===== src/rtl/core/ltf_pkg.sv =====
// Shared types, constants and helpers for the lapse-rate tropopause finder.
package ltf_pkg;

  localparam int MAX_LEVELS_DEF = 128;
  localparam int QDEPTH         = 2;
  localparam int DIV_QW         = 28;
  localparam int DIV_DW         = 32;
  localparam int LAPSE_SAT      = 8388607;
  localparam int HEIGHT_SAT     = 100000;
  localparam int EARTH_R        = 6378137;
  localparam int EARTH_R256     = 256 * EARTH_R;

  localparam logic [1:0] STAT_FOUND = 2'd0;
  localparam logic [1:0] STAT_COLD  = 2'd1;
  localparam logic [1:0] STAT_NONE  = 2'd2;

  localparam logic [1:0] REG_THRESHOLD = 2'd0;
  localparam logic [1:0] REG_WINDOW    = 2'd1;
  localparam logic [1:0] REG_BAND_LOW  = 2'd2;
  localparam logic [1:0] REG_BAND_HIGH = 2'd3;

  typedef struct packed {
    logic [16:0]        pressure;
    logic signed [17:0] altitude;
    logic [15:0]        temperature;
    logic               last_level;
  } item_t;

  typedef struct packed {
    logic [17:0]        psum;
    logic signed [18:0] asum;
    logic signed [23:0] lapse;
    logic [15:0]        temp;
    logic [16:0]        pres;
  } rec_t;

  typedef struct packed {
    logic signed [14:0] thr;
    logic [14:0]        win;
    logic [16:0]        plo;
    logic [16:0]        phi;
  } cfg_t;

  typedef struct packed {
    logic              start;
    logic [4:0]        steps;
    logic [DIV_DW-1:0] rem_init;
    logic [DIV_QW-1:0] low;
    logic [DIV_DW-1:0] divisor;
  } div_req_t;

  typedef struct packed {
    logic              done;
    logic [DIV_QW-1:0] quo;
  } div_rsp_t;

  typedef enum logic [4:0] {
    ST_IDLE, ST_LD_PREP, ST_LD_DIV, ST_LD_WR,
    ST_S_INIT, ST_S_RD, ST_S_CHK, ST_W_RD, ST_W_CHK, ST_W_END,
    ST_F_INIT, ST_F_RD, ST_F_CHK, ST_F_END,
    ST_K_RD, ST_K_RD2, ST_K_LAT,
    ST_I_MUL1, ST_I_MUL2, ST_I_SUM, ST_I_CMP, ST_I_TST,
    ST_I_DIV1, ST_I_MULR, ST_I_DIV2S, ST_I_DIV2, ST_DONE
  } state_t;

  // doubled pressure strictly inside the doubled band
  function automatic logic in_band(input logic [17:0] p2, input cfg_t c);
    return (p2 > {c.plo, 1'b0}) && (p2 < {c.phi, 1'b0});
  endfunction

endpackage


===== src/rtl/core/ltf_div.sv =====
// Iterative restoring divider, one quotient bit per cycle.
module ltf_div (
  input  logic              clk,
  input  logic              rst,
  input  ltf_pkg::div_req_t req,
  output ltf_pkg::div_rsp_t rsp
);
  import ltf_pkg::*;

  logic [DIV_DW-1:0] rem;
  logic [DIV_QW-1:0] q;
  logic [4:0]        left;
  logic              busy;
  logic [DIV_DW:0]   r2;
  logic              ge;

  assign r2      = {rem, q[DIV_QW-1]};
  assign ge      = (r2 >= {1'b0, req.divisor});
  assign rsp.quo = q;

  always_ff @(posedge clk) begin
    if (req.start) begin
      rem <= req.rem_init;
      q   <= req.low;
    end else if (busy) begin
      rem <= ge ? DIV_DW'(r2 - {1'b0, req.divisor}) : r2[DIV_DW-1:0];
      q   <= {q[DIV_QW-2:0], ge};
    end
  end

  always_ff @(posedge clk) begin
    if (rst) begin
      busy     <= 1'b0;
      left     <= '0;
      rsp.done <= 1'b0;
    end else begin
      rsp.done <= busy && (left == 5'd1);
      if (req.start) begin
        busy <= 1'b1;
        left <= req.steps;
      end else if (busy) begin
        left <= left - 1'b1;
        if (left == 5'd1) busy <= 1'b0;
      end
    end
  end

endmodule


===== config.mk =====
export PLATFORM = sky130hd
export DESIGN_NAME = ltf_div
export DESIGN_NICKNAME = d
export VERILOG_FILES = /design/src/rtl/core/ltf_pkg.sv /design/src/rtl/core/ltf_div.sv
export SDC_FILE = /design/constraint.sdc
export NUM_CORES = 1
export LEC_CHECK = 0
export BUFFER_PORTS_ARGS = -buffer_cell sky130_fd_sc_hd__buf_2
export CAP_MARGIN = 20
export CORE_UTILIZATION = 55
export CTS_CLUSTER_DIAMETER = 100
export CTS_CLUSTER_SIZE = 12
export DETAILED_ROUTE_END_ITERATION = 6
export PLACE_DENSITY = 0.82
export SLEW_MARGIN = 20
export SYNTH_ARGS = -nofsm -noshare
export SYNTH_HDL_FRONTEND = slang
export SYNTH_SLANG_ARGS = --single-unit

===== constraint.sdc =====
create_clock -name clk -period 3.6 [get_ports clk]
set_input_delay 0.72 -clock clk [delete_from_list [all_inputs] [get_ports clk]]
set_output_delay 0.72 -clock clk [all_outputs]
set_load 0.02 [all_outputs]

==> results.yml <==
synth:
  yosys_register_bits: 67
  synth_edf_count: 60
  ys_async_sr_fraction_pct: 0
  synth_cell_types: 65
  ys_seq_area_share_pct: 37.1
  synthesis.area_mm2: 0.00524
  ys.flop_type: "edfxtp_1"
  syn_nets: 708
  yosysWarningCount: 0
  syn_area_per_cell_um2: 9.14
  synth_cells: 573
sta:
  fmaxAchievable_mhz: 310
  hold_viol_final: 0
  skew_ps: 9.81
  slew_headroom_pct: 46.4
  final_max_slew_viol_count: 0
  finalCritPeriodShare_pct: 89.5
  worst_slew_pin_slew_ps: 804
  min_period_ps: 3220
  setup_tns_ps: 0
  setup_violations: 0
  rsz0062_at_grt: "no"
clock_network:
  cts_resized: 0
  cts.sinks: 67
  cts-root-buf: "clkbuf_8"
  path_clk_slew_ps: 90
  cts_htree_levels: 3
  cts.hold.buffers_added: 0
  cts_setup_buffers: 0
  insertion_delay_ps: 350
  clock_path_buffers: 2
  cts_buffers: 9
  cts_tree: "done"
worst_setup_path:
  cp_cell_sequence: "inv_1, ha_1, inv_1, fa_1, a21o_1, a221oi_2, nor3_2, o41ai_4, a211oi_1, o21ai_1, a2111oi_1, a2111oi_2"
  required_ps: 3760
  cpLargestDelayFamily: "compound AO/OA/AOI/OAI gates"
  slowest_stage: "edfxtp_1"
  cpMostUsedCell: "inv_1"
  max_stage_delay_ps: 430
  endpoint_kind: "register"
  cp_num_buf_inv: 2
  criticalPathCategory: "register to register"
  critPathArrivalTime_ps: 3390
  cp-start-kind: "register"
  cp_max_fo: 4
drt:
  vias: 4956
  wire_per_inst_um: 16.3
  ant_nets: 0
  via_per_inst: 5.89
  post-route-drc-count: 0
  wl_um: 13700
  first_pass_iters: 5
  first_iter_violations: 276
die:
  core_area_mm2: 0.00924
  die-area_mm2: 0.00992
  row_count: 35
  die_x_um: 99.6
  start_util_pct: 56.7
  die_h_um: 99.6
  pin_count: 129
min_path:
  hp-class: "register to register"
finish:
  final_cell_mix: "buf_2 (128), edfxtp_1 (60), nand2_1 (50)"
  area_growth_pct: 20.2
  layout.nets: 843
  stdcell_count: 842
  drive_gt1_share_pct: 30.3
  final_util_pct: 68.1
  n_antenna_cell: 0
  final_common_cell: "buf_2"
global_route:
  grt_usage_pct: 28.2
  grt_pass1_wl_um: 22300
  antenna_found_initial: 0
  grt_remaining_overflow: 0
  grt_start_max_net_pins: 61
  first_global_vias: 4754
placed_design:
  placed_cells: 826
  dpl.hpwl_um: 10300
  finalWeightedCongestion: 0.933
  port_buffers: 128
job:
  max-cap-violations: 0
outcome:
  status: "finished, final reports clean"
power:
  leakage_nw: 2.83
  power_density_mw_per_mm2: 517
  irDropWorstVdd_mv: 0.316
  finalPower_mw: 3.25
through the flow:
stage | hold WS (ps) | area [um^2] | worst slack [ps]
2_1_floorplan | 524 | 5240 | 345
3_3_place_gp | 553 | 6120 | 176
3_5_place_dp | 567 | 6120 | 99.0
4_1_cts | 581 | 6300 | 370
5_1_grt | 591 | 6300 | 182
6_report | 578 | 6300 | 377
registers in the layout, indices dropped and copies added (netlist names):
| name | cells |
|---|---|
| rem | 32 |
| q | 28 |
| left | 5 |
| busy | 1 |
| rsp | 1 |
power breakdown:
| group | switching, mW | internal [mW] | total, mW |
|---|---|---|---|
| Combinational | 0.889 | 0.681 | 1.57 |
| Sequential | 0.0743 | 1.02 | 1.09 |
| Clock | 0.341 | 0.254 | 0.595 |
| Total | 1.30 | 1.95 | 3.25 |
routing by layer:
metal  vias to the layer above  GRT usage, %  wire, um
met2                       221          44.8      6380
li1                       2392             -         -
met3                        30          4.29       936
met5                         -             0         0
met4                         0          10.9       309
met1                      2313          38.9      6120
final timing paths:
kind	startpoint	end	slack [ps]	cells past startpoint
max	q[27]	rem[30]	380	12
min	q[13]	q[14]	580	1
max reg2reg	q[27]	rem[30]	380	12
min reg2reg	q[13]	q[14]	580	1
synth_stat cells, types with 3 or more instances:
library cell / instances / share of area (%)
mux2_2: 33 / 7.1
or3_1: 9 / 1.1
o211ai_1: 8 / 1.1
a211oi_1: 7 / 1.0
nand2_1: 50 / 3.6
nor2b_1: 3 / 0.36
nand4_1: 5 / 0.60
o21ai_0: 23 / 2.2
nand3_1: 18 / 1.7
mux2i_1: 6 / 1.1
and3_1: 8 / 0.96
a21oi_1: 44 / 4.2
ha_1: 34 / 8.1
o31ai_1: 5 / 0.72
a2bb2oi_1: 6 / 1.0
a21o_1: 17 / 2.4
nand2b_1: 4 / 0.48
and4_1: 3 / 0.50
and2_1: 5 / 0.60
dfxtp_1: 7 / 2.7
buf_2: 4 / 0.38
a21boi_0: 3 / 0.43
inv_1: 48 / 3.4
edfxtp_1: 60 / 34
o2111ai_1: 4 / 0.67
nor2_1: 46 / 3.3
xnor2_1: 15 / 2.5
a221o_1: 3 / 0.57
xor2_1: 5 / 0.84
clkbuf_1: 20 / 1.4
o21a_1: 3 / 0.43
a31oi_1: 15 / 1.8
nor3_1: 10 / 0.96
layout make-up:
type,instances,area (um^2)
Clock buffer,9,124
Fill cell,758,2940
Inverter,48,180
Timing Repair Buffer,153,841
Sequential cell,67,1940
Multi-Input combinational cell,429,3000
Tap cell,129,161
Clock inverter,7,52.6
cell families (layout without fill, tap and decap cells):
| family | count (synthesis) | count (layout) | synth area share, % |
|---|---|---|---|
| compound gates | 162 | 162 | 21.1 |
| xor+xnor | 20 | 20 | 3.34 |
| fa+ha+maj | 35 | 35 | 8.50 |
| buf+inv | 77 | 217 | 5.78 |
| flops | 67 | 67 | 37.1 |
| mux | 39 | 39 | 8.24 |
| simple gates | 173 | 173 | 16.0 |
No activity file was read; power rests on OpenSTA's default activity.
