## src/rtl/core/ltf_pkg.sv

```systemverilog
// Shared types, constants and helpers for the lapse-rate tropopause finder.
package ltf_pkg;

  localparam int MAX_LEVELS_DEF = 128;
  localparam int QDEPTH         = 2;
  localparam int DIV_QW         = 28;
  localparam int DIV_DW         = 32;
  localparam int LAPSE_SAT      = 8388607;
  localparam int HEIGHT_SAT     = 100000;
  localparam int EARTH_R        = 6378137;
  localparam int EARTH_R256     = 256 * EARTH_R;

  localparam logic [1:0] STAT_FOUND = 2'd0;
  localparam logic [1:0] STAT_COLD  = 2'd1;
  localparam logic [1:0] STAT_NONE  = 2'd2;

  localparam logic [1:0] REG_THRESHOLD = 2'd0;
  localparam logic [1:0] REG_WINDOW    = 2'd1;
  localparam logic [1:0] REG_BAND_LOW  = 2'd2;
  localparam logic [1:0] REG_BAND_HIGH = 2'd3;

  typedef struct packed {
    logic [16:0]        pressure;
    logic signed [17:0] altitude;
    logic [15:0]        temperature;
    logic               last_level;
  } item_t;

  typedef struct packed {
    logic [17:0]        psum;
    logic signed [18:0] asum;
    logic signed [23:0] lapse;
    logic [15:0]        temp;
    logic [16:0]        pres;
  } rec_t;

  typedef struct packed {
    logic signed [14:0] thr;
    logic [14:0]        win;
    logic [16:0]        plo;
    logic [16:0]        phi;
  } cfg_t;

  typedef struct packed {
    logic              start;
    logic [4:0]        steps;
    logic [DIV_DW-1:0] rem_init;
    logic [DIV_QW-1:0] low;
    logic [DIV_DW-1:0] divisor;
  } div_req_t;

  typedef struct packed {
    logic              done;
    logic [DIV_QW-1:0] quo;
  } div_rsp_t;

  typedef enum logic [4:0] {
    ST_IDLE, ST_LD_PREP, ST_LD_DIV, ST_LD_WR,
    ST_S_INIT, ST_S_RD, ST_S_CHK, ST_W_RD, ST_W_CHK, ST_W_END,
    ST_F_INIT, ST_F_RD, ST_F_CHK, ST_F_END,
    ST_K_RD, ST_K_RD2, ST_K_LAT,
    ST_I_MUL1, ST_I_MUL2, ST_I_SUM, ST_I_CMP, ST_I_TST,
    ST_I_DIV1, ST_I_MULR, ST_I_DIV2S, ST_I_DIV2, ST_DONE
  } state_t;

  // doubled pressure strictly inside the doubled band
  function automatic logic in_band(input logic [17:0] p2, input cfg_t c);
    return (p2 > {c.plo, 1'b0}) && (p2 < {c.phi, 1'b0});
  endfunction

endpackage

```

## src/rtl/core/ltf_front.sv

```systemverilog
// Front end: takes level beats and holds them in a short queue.
module ltf_front (
  input  logic           clk,
  input  logic           rst,
  input  logic           start,
  output logic           busy,
  input  ltf_pkg::item_t in_item,
  output logic           q_valid,
  output ltf_pkg::item_t q_item,
  input  logic           q_pop
);
  import ltf_pkg::*;

  localparam int PW = $clog2(QDEPTH);

  item_t            slot [QDEPTH];
  logic [PW-1:0]    wptr, rptr;
  logic [PW:0]      fill;
  logic             push;

  assign busy    = (fill == (PW+1)'(QDEPTH));
  assign push    = start && !busy;
  assign q_valid = (fill != '0);
  assign q_item  = slot[rptr];

  always_ff @(posedge clk) begin
    if (push) slot[wptr] <= in_item;
  end

  always_ff @(posedge clk) begin
    if (rst) begin
      wptr <= '0;
      rptr <= '0;
      fill <= '0;
    end else begin
      if (push) wptr <= (wptr == PW'(QDEPTH - 1)) ? '0 : wptr + 1'b1;
      if (q_pop) rptr <= (rptr == PW'(QDEPTH - 1)) ? '0 : rptr + 1'b1;
      fill <= fill + (PW+1)'(push) - (PW+1)'(q_pop);
    end
  end

endmodule

```

## config.mk

```make
export PLATFORM = sky130hd
export DESIGN_NAME = ltf_front
export DESIGN_NICKNAME = d
export VERILOG_FILES = /design/src/rtl/core/ltf_pkg.sv /design/src/rtl/core/ltf_front.sv
export SDC_FILE = /design/constraint.sdc
export NUM_CORES = 1
export LEC_CHECK = 0
export BUFFER_PORTS_ARGS = -buffer_cell sky130_fd_sc_hd__buf_2
export CORE_MARGIN = 2
export CORE_UTILIZATION = 30
export CTS_CLUSTER_DIAMETER = 80
export DETAILED_ROUTE_END_ITERATION = 8
export HOLD_SLACK_MARGIN = 0.02
export PLACE_DENSITY = 0.52
export SLEW_MARGIN = 20
export SYNTH_ARGS = -nofsm -noshare
export SYNTH_HDL_FRONTEND = slang
export SYNTH_SLANG_ARGS = --single-unit
```

## constraint.sdc

```tcl
create_clock -name clk -period 2.9 [get_ports clk]
set_input_delay 0.87 -clock clk [delete_from_list [all_inputs] [get_ports clk]]
set_output_delay 0.87 -clock clk [all_outputs]
set_load 0.03 [all_outputs]
```

==> key figures <==
Run status
  – Status: finished clean

Synth
  – Mux contribution to synthesized area: 0.146
  – Asr flop ratio synth: 0
  – Commonest register cell after synthesis: edfxtp_1
  – Commonest cells post-synth: edfxtp_1, mux2_2, buf_6, dfxtp_1
  – Sequential share of the synthesized area: 0.806
  – Post-synth top area cell: edfxtp_1
  – Post-synth top area share: 0.781
  – Synthesis Warnings: 0
  – Cell count after synthesis: 188
  – Flop and latch count out of synthesis: 109
  – Mapped Avg Cell Area: about 21 µm²
  – Synth Area in Adders: 0.00626
  – Synth Area in XOR/XNOR: 0.00438
  – Syn Std Cell Area: ~4000 µm²
  – Most frequent cell after synthesis: edfxtp_1
  – Simple-gate share of the synthesized area: 0.0153
  – Compound-cell area share of the yosys netlist: 0.00250
  – Synth cell types: 21
  – Post-synth EDFFs: 104
  – Combinational family with the most area after synthesis: multiplexers
  – Mapped Nets: 246
  – Largest cells by area after synthesis: edfxtp_1, mux2_2, dfxtp_1

Finish
  – Finished Layout Cells: 487
  – Fillers: ~1300
  – Final instance area: approximately 5000 µm²
  – Register Area: 3220 µm²
  – Nets: 366
  – P&R area growth vs syn: 26.9%
  – Area of the multi-input gates: 699 µm²
  – Antenna diode count: 0
  – Layout cells sized above 1: 0.598

Setup path
  – Worst reg2reg path depth: 5
  – CP peak stage delay: approximately 0.40 ns
  – CP Depth: 3
  – WP data arrival: 1.61 ns
  – Crit Path Category: reg2out
  – CP Capture Type: primary output
  – Crit-path slowest cell: mux2_2
  – Reg2Reg Launch Point: fill[0]
  – CP Buf/Inv Count: 2
  – CP Launch Type: flip-flop
  – Crit-path max FO: 30
  – Crit-path cells: buf_4 > mux2_2 > buf_2
  – Top Family by Delay on Critical Path: buffers and inverters
  – Reg-to-reg endpoint: slot[0][48]
  – Reg2Reg Setup Slack: between 1 and 1.5 ns
  – Req. time, crit path: 2.03 ns

Power and ir drop
  – Pwr/cell area: 780 nW/µm²
  – Overall power: 3.96 mW
  – Peak VDD IR: 0.000348 V
  – LEAKAGE: 1.90 nW

Clock tree
  – Clock transition at the registers of the reported paths: 0.07 ns
  – Post_cts resized: 0
  – Cts bufs inserted: 9
  – TritonCTS sink count: 109
  – H-tree Lvls: 3
  – CTS tree: done
  – Root buffer cell: clkbuf_16
  – Hold Buf Count CTS: 0
  – Postcts setup bufs: 0
  – Max clock buf depth: 2
  – Worst skew pair latency: 0.34 ns

Die
  – Core Area: 13100 µm²
  – Die area: 14300 µm²
  – Initial Util: 0.304
  – Row count: between 40 and 50
  – Die Height: ~120 µm
  – Boundary Pins: 110
  – Die width: 119 µm

STA
  – TNS Setup: 0 ns
  – Worst rel slew slack: 0.723
  – Setup violations, final: 0
  – F_max: 0.403 GHz
  – Final Cycle Share: 0.856
  – Worst Skew: 0.00394 ns
  – Slew at the pin with the worst max-slew slack: 0.415 ns
  – Final hold violations: 0
  – Unrepaired setup endpoints after global routing: no
  – Max-slew violations: 0
  – Min cycle time layout: around 2.5 ns
  – Hold Slack: 0.490 ns

Placed design
  – Post-DP HPWL: 4610 µm
  – Post-place instance area: 4750 µm²
  – I/O Buffers: approximately 110
  – Gpl congestion: 0.659
  – Placed Cells: 473

Global route
  – Number of global-route vias before repair: between 2000 and 2500
  – Gr ovfl total: 0
  – Initial antenna violation count: 0
  – GRT Util Overall: 0.100
  – First-pass GRT wire length: between 10000 and 15000 µm
  – Largest net degree at the start of global routing: 31

Hold path
  – Hold Startpoint: wptr
  – WHS Path Cells: 2
  – Hold Crit Class: reg2reg
  – Sink of the worst hold path: wptr

Drt
  – DRC Markers: 0
  – Pre-antenna DRT Iters: 4
  – Antenna Nets Post-Route: 0
  – Post-Route WL: 7140 µm
  – Initial DRC Count: around 110
  – Vias per cell: 4.13
  – Via count: 2013
  – WL/cell: 14.7 µm

Flow run
  – Max_cap viols: 0
power breakdown:
group	switching, mW	internal, mW
logic	0.450	0.233
registers	0.0333	1.90
clock network	0.512	0.831
worst max path at each step:
stage | from | to | slack, ns
2_1_floorplan | start | slot[0][0] | 0.21
3_3_place_gp | start | slot[0][29] | 0.73
3_5_place_dp | start | slot[0][29] | 0.73
4_1_cts | flip-flop | q_item[44] | 0.36
5_1_grt | flip-flop | q_item[44] | 0.33
6_report | flip-flop | q_item[44] | 0.42
cells in the final DEF, fill, tap and decap left out:
cell,n
xnor2_1,1
ha_1,2
dfxtp_1,4
nor2b_1,1
buf_2,109
or2_2,1
inv_1,2
nand2_1,1
o21ai_0,1
inv_2,2
nor2_1,3
clkbuf_16,9
clkinv_1,1
xor2_1,1
edfxtp_1,104
clkinvlp_4,1
buf_4,6
and2_1,1
nand2b_2,1
a21oi_1,1
dfxtp_2,1
nor3_1,1
mux2_2,52
or3_1,1
bufinv_16,3
and3_2,1
flip-flops by register name, indices dropped and copies added (netlist names), named ones only:
| signal | flops |
|---|---|
| rptr | 1 |
| fill | 2 |
| slot | 104 |
| wptr | 1 |
per-stage QoR:
step / utilization / worst slack (ns)
floorplan: - / 0.209
global placement: 0.362 / 0.734
detailed placement: 0.362 / 0.726
CTS: 0.386 / 0.361
global route: 0.386 / 0.327
finish: 0.386 / 0.417
routing by layer:
metal / wire, µm / GRT usage / share of wire / up-vias
met2: 3350 / 0.153 / 0.47 / 60
li1: - / - / - / 965
met4: 106 / 0.0441 / 0.015 / 0
met5: 0 / 0 / 0 / -
met3: 418 / 0.0378 / 0.059 / 7
met1: 3270 / 0.128 / 0.46 / 981
worst register-to-register path, cell delays in order (launching register included):
cell and delay [ns]:
dfxtp_1 0.34, nand2b_2 0.15, inv_2 0.04, or3_1 0.34, inv_2 0.07, buf_4 0.36
kinds of logic (layout without fill, tap and decap cells):
kind of cell | count (synthesis) | in the layout
and+or+nand+nor | 11 | 11
AOI/OAI and AO/OA | 2 | 2
adders and majority gates | 2 | 2
DFF | 109 | 109
buffers and inverters | 10 | 133
muxes | 52 | 52
xor gates and xnor gates | 2 | 2
area by class of cell:
type                            instances  share of cell area
Clock buffer                            9              0.0444
Tap cell                              176              0.0434
Timing Repair Buffer                  115               0.116
Multi-Input combinational cell         69               0.138
Sequential cell                       109               0.635
Clock inverter                          5              0.0200
Inverter                                4             0.00296
(Power assumes the default switching activity.)
